$ cat src/rtl/ipv4bl_pkg.sv
// Shared types and constants for the IPv4 source blocklist filter.
// Used by the controller, the datapath and the top level; no dependencies.
`timescale 1ns / 1ps

package ipv4bl_pkg;

    localparam int TABLE_ENTRIES_DEFAULT = 64;

    // item opcodes
    localparam logic [1:0] OP_BYTE   = 2'd0;
    localparam logic [1:0] OP_ADD    = 2'd1;
    localparam logic [1:0] OP_REMOVE = 2'd2;

    // result status codes
    localparam logic [1:0] ST_OK        = 2'd0;
    localparam logic [1:0] ST_FULL      = 2'd1;
    localparam logic [1:0] ST_NOT_FOUND = 2'd2;

    localparam logic [15:0] ETHERTYPE_IPV4  = 16'h0800;
    localparam logic [5:0]  MIN_FRAME_BYTES = 6'd34;
    localparam logic [5:0]  POS_MAX         = 6'd63;
    localparam logic [5:0]  POS_TYPE_HI     = 6'd12;
    localparam logic [5:0]  POS_TYPE_LO     = 6'd13;
    localparam logic [5:0]  POS_SRC_FIRST   = 6'd26;
    localparam logic [5:0]  POS_SRC_LAST    = 6'd29;

    typedef struct packed {
        logic        valid;
        logic [31:0] key;
        logic [63:0] count;
    } t_entry;

    typedef struct packed {
        logic accept;   // take the word on the input channel
        logic clear;    // write an empty entry, advance the sweep address
        logic finish;   // apply the table update and load the result
    } t_dp_cmd;

    typedef struct packed {
        logic item_scan;    // word on the input needs a table scan
        logic item_direct;  // word on the input ends a frame with no lookup
        logic addr_last;    // sweep address is at the last entry
        logic cmp_last;     // last entry is being compared this cycle
        logic out_free;     // output register can take a result
    } t_dp_status;

endpackage

$ cat src/rtl/ipv4bl_ctrl.sv
// Sequencer of the blocklist filter: clearing pass, item accept, scan, finish.
// Depends on ipv4bl_pkg; drives commands to ipv4bl_dp and reads its status.
`timescale 1ns / 1ps

module ipv4bl_ctrl
    import ipv4bl_pkg::*;
(
    input  logic       i_clk,
    input  logic       i_rst_n,
    input  logic       i_in_valid,
    input  t_dp_status i_status,
    output t_dp_cmd    o_cmd,
    output logic       o_in_stall
);

    typedef enum logic [1:0] {
        S_CLEAR,
        S_IDLE,
        S_SCAN,
        S_FINISH
    } t_state;

    t_state r_state;
    t_state n_state;

    always_comb begin
        o_cmd.accept = (r_state == S_IDLE) && i_in_valid;
        o_cmd.clear  = (r_state == S_CLEAR);
        o_cmd.finish = (r_state == S_FINISH) && i_status.out_free;
        o_in_stall   = (r_state != S_IDLE);
    end

    always_comb begin
        n_state = r_state;
        case (r_state)
            S_CLEAR: begin
                if (i_status.addr_last) n_state = S_IDLE;
            end
            S_IDLE: begin
                if (i_in_valid) begin
                    if (i_status.item_scan) n_state = S_SCAN;
                    else if (i_status.item_direct) n_state = S_FINISH;
                end
            end
            S_SCAN: begin
                if (i_status.cmp_last) n_state = S_FINISH;
            end
            S_FINISH: begin
                if (i_status.out_free) n_state = S_IDLE;
            end
            default: n_state = S_CLEAR;
        endcase
    end

    always_ff @(posedge i_clk) begin
        if (!i_rst_n) begin
            r_state <= S_CLEAR;
        end else begin
            r_state <= n_state;
        end
    end

    a_reset_clears: assert property (@(posedge i_clk)
        !i_rst_n |=> r_state == S_CLEAR)
        else $error("controller did not enter the clearing pass after reset");

    a_scan_to_finish: assert property (@(posedge i_clk) disable iff (!i_rst_n)
        (r_state == S_SCAN && i_status.cmp_last) |=> r_state == S_FINISH)
        else $error("scan end did not lead to finish");

    a_finish_to_idle: assert property (@(posedge i_clk) disable iff (!i_rst_n)
        (r_state == S_FINISH && i_status.out_free) |=> r_state == S_IDLE)
        else $error("finish with free output did not return to idle");

endmodule

$ cat config.mk
export PLATFORM = sky130hd
export DESIGN_NAME = ipv4bl_ctrl
export DESIGN_NICKNAME = d
export VERILOG_FILES = /design/src/rtl/ipv4bl_pkg.sv /design/src/rtl/ipv4bl_ctrl.sv
export SDC_FILE = /design/constraint.sdc
export NUM_CORES = 1
export LEC_CHECK = 0
export BUFFER_PORTS_ARGS = -buffer_cell sky130_fd_sc_hd__buf_2
export CAP_MARGIN = 20
export CORE_AREA = 2 2 39 41
export CTS_BUF_LIST = sky130_fd_sc_hd__clkbuf_16
export DETAILED_ROUTE_END_ITERATION = 7
export DIE_AREA = 0 0 41 43
export SETUP_SLACK_MARGIN = 0.15
export SLEW_MARGIN = 0
export SYNTH_ARGS = -nofsm -noshare
export SYNTH_HDL_FRONTEND = slang
export SYNTH_SLANG_ARGS = --single-unit
$ cat constraint.sdc
create_clock -name i_clk -period 1.25 [get_ports i_clk]
set_input_delay 0.25 -clock i_clk [delete_from_list [all_inputs] [get_ports i_clk]]
set_output_delay 0.25 -clock i_clk [all_outputs]
set_load 0.005 [all_outputs]
# Word-level counts from Yosys, hierarchy flattened

Index checks and enable logic that the tools add are counted.

Word-level logic and storage cells: 21
Output and inout port bits: 4
Bits in registers: 2
Bits of input ports: 8

Equality and inequality tests: 9
Muxes and demuxes: 7
Reduce and logical (&&, ||, !) cells: 4

Operators by type and width:

| cell                                                            | number |
|---|---|
| 2-bit two-way mux                                               | 6 |
| 2-bit != test, second input constant                            | 4 |
| 2-bit one-hot mux with 4 select lines                           | 1 |
| 5-bit AND reduction                                             | 1 |
| 2-bit == test, second input constant                            | 2 |
| 3-bit != test, second input constant                            | 1 |
| 2-bit by 1-bit == test with 1-bit output, second input constant | 1 |
| 1-bit logical AND                                               | 2 |
| 2-bit logical NOT                                               | 1 |
| 2-bit by 1-bit != test with 1-bit output, second input constant | 1 |

# Logic depth before layout (Yosys ltp)

Word-level depth: 4
Gate-level depth with buffers: 6
Depth with buffers taken out: 6

# Worst setup path after synthesis

Ideal clock, no wire load.

Kind: flip-flop to flip-flop
Start: register r_state[1]
End: register r_state[0]
Data arrival time: 1.094 ns
Path slack: 0.038 ns
Library setup time: 0.119 ns
Cell stages (with the launch flop): 7
Cells stage by stage: dfxtp_1 > inv_1 > ha_1 > inv_2 > o2111ai_2 > nor2_2 > o221a_1

Longest elaborated chain between the ends: 3
Elaborated cells on any way between the ends: 11

Ends and longest elaborated chain:

| what                                                                   | RTL line          | RTL |
|---|---|---|
| start, declared                                                        | ipv4bl_ctrl.sv:23 | `t_state r_state;` |
| start signal, assigned                                                 | ipv4bl_ctrl.sv:59 | `r_state <= n_state;` |
| 2-bit by 1-bit == test with 1-bit output, or another cell as far along | ipv4bl_ctrl.sv:35 | `case (r_state)` |
| 3-bit != test (no line) or 2-bit != test (tied branches)               | --                |  |
| 5-bit AND reduction (no line)                                          | --                |  |

Several ways; a longest one is shown, not always the timed one.
A chain may end at the register's enable or synchronous reset.

==> summary.md <==
| Metric | Value |
|---|---|
| Outcome | `finished with violations` |
| Failing checks | `negative setup slack` |
| Final min period | `1280 ps` |
| Syn nets | `35` |
| Avg WL per Cell | `8.29 um` |
| Max-capacitance violation count | `0` |
| Max-slew violation count | `0` |
| Power, Total | `about 1.2 mW` |
| Core ar. | `approximately 1400 sq um` |
| Finished Layout Cells | `56` |
| CP cell instances | `inv_2 > ha_4 > and2_4 > buf_6` |
| CP max FO | `3` |
| Overall die area | `1760 sq um` |
| RSZ-0062 raised after global routing | `yes` |
| Total Nets Final | `53` |
| Placed inst area | `299 sq um` |
| Area delta synth->final | `123%` |
| Combinational Power Share | `a little under half` |
| Required time worst endpoint | `1000 ps` |
| Clock Sinks | `2` |
| Setup WS post-layout | `-25.5 ps` |
| Ports | `12` |
| Share of layout cells above drive strength 1 | `77.5%` |
| Gr usage total | `6.51%` |
| Worst skew pair latency | `~220 ps` |
| Die width | `41 um` |
| DP Cell Count | `50` |
| Largest register FFs | `2` |
| Routed Wire Length | `464 um` |
| Clock Tree Buf Depth | `2` |
| Int Power | `0.849 mW` |
| Largest family of logic cells by synthesized area | `simple AND/OR/NAND/NOR gates` |
| Maximum vdd drop | `around 0.0012 V` |
| Clk pin slew, worst setup/hold paths | `around 30 ps` |
| Final Hold Fails | `0` |
| Data arrival time of the worst path | `~1000 ps` |
| Slowest cell delay on critical path | `~350 ps` |
| Buffers on Ports | `11` |
| Final setup violation count | `2` |
| Root buffer cell | `clkbuf_16` |
| Simple-gate share of the synthesized area | `31.7%` |
| Drt pass-1 iters | `2` |
| Synth Warn # | `0` |
| CTS tree | `yes` |
| Slew HR | `86.1%` |
| Crit Path Category | `flop to output port` |
| Adder-cell share of the synthesized area | `24.8%` |
| Setup crit start kind | `flop` |
| FILL cells | `150` |
| Std cell rows | `14` |
| Seq cells post-synth | `2` |
| Synth Area in XOR/XNOR | `0%` |
| Placer's final routability congestion estimate | `0.593` |
| Synth Area in Compound Gates | `between 10% and 20%` |
| Post-synthesis sequential area ratio | `19.9%` |
| Pin count of the biggest net entering global routing | `5` |
| Hold crit path type | `input port to flop` |
| Min Hold Slack | `288 ps` |
| GR Overflow Total | `0` |
| Setup Skew | `5.67 ps` |
| Vias in the first global route | `between 150 and 200` |
| Htree depth | `1` |
| Mean Syn Cell Area | `just under 9 sq um` |
| Initial Utilization | `14.6%` |
| Most common cell after layout, fill and taps aside | `buf_2` |
| Residual DRC count | `0` |
| Most flops, register | `r_state` |
| Final ANT Viol Nets | `0` |
| Drt initial violations | `1` |
| Post-synthesis mux area share | `4.97%` |
| Yosys cell types | `14` |
| Flop pwr share | `13.6%` |
| Via count | `210` |
| CTS buffer count | `3` |
| Fin crit share | `102%` |
| PwrDens | `2720 nW/um^2` |
| Die Ht | `between 40 and 50 um` |
| Initial antenna violation count | `0` |
| Most frequent cells in the layout | `10 x buf_2, 3 x ha_4, 3 x clkbuf_16` |
| Cells after Synth | `23` |
| Switching power | `0.375 mW` |
| F_max | `about 0.78 GHz` |
| Global-route wire length before repair | `between 600 and 700 um` |
| # diodes | `0` |
| Leak pwr | `0.202 nW` |
| Sw frac | `30.6%` |
| Setup crit end kind | `output port` |
| Power share of the clock group | `39.5%` |
| Largest regs | `r_state: 2 flops` |
| Synthesized area | `roughly 200 sq um` |
| Slew @ Worst Pin | `209 ps` |
| Post-Layout Inst Area | `between 400 and 500 sq um` |
| Vias per cell | `approximately 3.8` |
| CP max-delay cell | `dfxtp_4` |
==> routing by layer <==
layer	track usage (%)	wire, um
met5	0	0
met4	2.00	0
met3	9.42	65
met2	9.69	243
met1	4.15	155
==> final timing paths <==
path                            startpoint          to  slack [ps]  depth (start not counted)
worst max register to register  r_state[1]  r_state[1]          30                          6
worst min register to register  r_state[0]  r_state[0]         590                          1
worst min-delay path               i_rst_n  r_state[0]         290                          2
worst max-delay path            r_state[1]    o_cmd[2]         -30                          4
==> area by class of cell <==
class                      count  area (sq um)  area share [%]
multi-input combinational     18           209            46.5
clock inverter                 1          3.75           0.836
tap                           16          20.0            4.46
inverter                       3          13.8            3.06
clock buffer                   3          75.1            16.7
sequential                     2          47.5            10.6
timing repair buffer          13          80.1            17.8
==> power by group through the flow <==
stage | logic [mW] | clock network [mW] | registers, mW
floorplan | 0.283 | 0 | 0.149
global placement | 0.376 | 0 | 0.159
detailed placement | 0.386 | 0 | 0.160
CTS | 0.493 | 0.495 | 0.155
global route | 0.639 | 0.500 | 0.176
finish | 0.573 | 0.484 | 0.167
==> Yosys cell counts <==
cell type / n / area share [%]
inv_1: 2 / 3.7
nand3b_1: 1 / 3.7
and2_1: 1 / 3.1
and2_2: 1 / 3.7
inv_2: 1 / 1.9
nand2_1: 2 / 3.7
o221a_1: 1 / 5.6
ha_1: 4 / 25
nand2b_1: 4 / 12
nor2_2: 1 / 3.1
dfxtp_1: 2 / 20
nor2_1: 1 / 1.9
mux2i_1: 1 / 5.0
o2111ai_2: 1 / 7.5
==> critical path, delay by kind of cell, from the launching register on <==
kind                     cells  cell delay (ps)
buffers and inverters        2              160
adder cells (fa/ha/maj)      1              160
flip-flops                   1              350
AND/OR/NAND/NOR              1              130
==> stage by stage <==
step	worst slack, ps	TNS, ps	util (%)
CTS	-13.7	-21.6	30.4
global placement	60.5	0	21.6
finish	-25.5	-34.9	32.5
global route	-70.0	-184	32.5
floorplan	125	0	-
detailed placement	36.4	0	21.6
==> repair_timing <==
action,in CTS,in global routing
setup endpoints to repair,6,6
resized for setup,5,6
pin swaps,2,3
hold buffers,0,0
buffers inserted,2,0
==> cell families after synthesis <==
family | Yosys count
AOI/OAI and AO/OA | 2
adders and majority gates | 4
buffers and inverters | 3
DFF | 2
muxes | 1
and+or+nand+nor | 11
No activity file was read; power rests on OpenSTA's default activity.
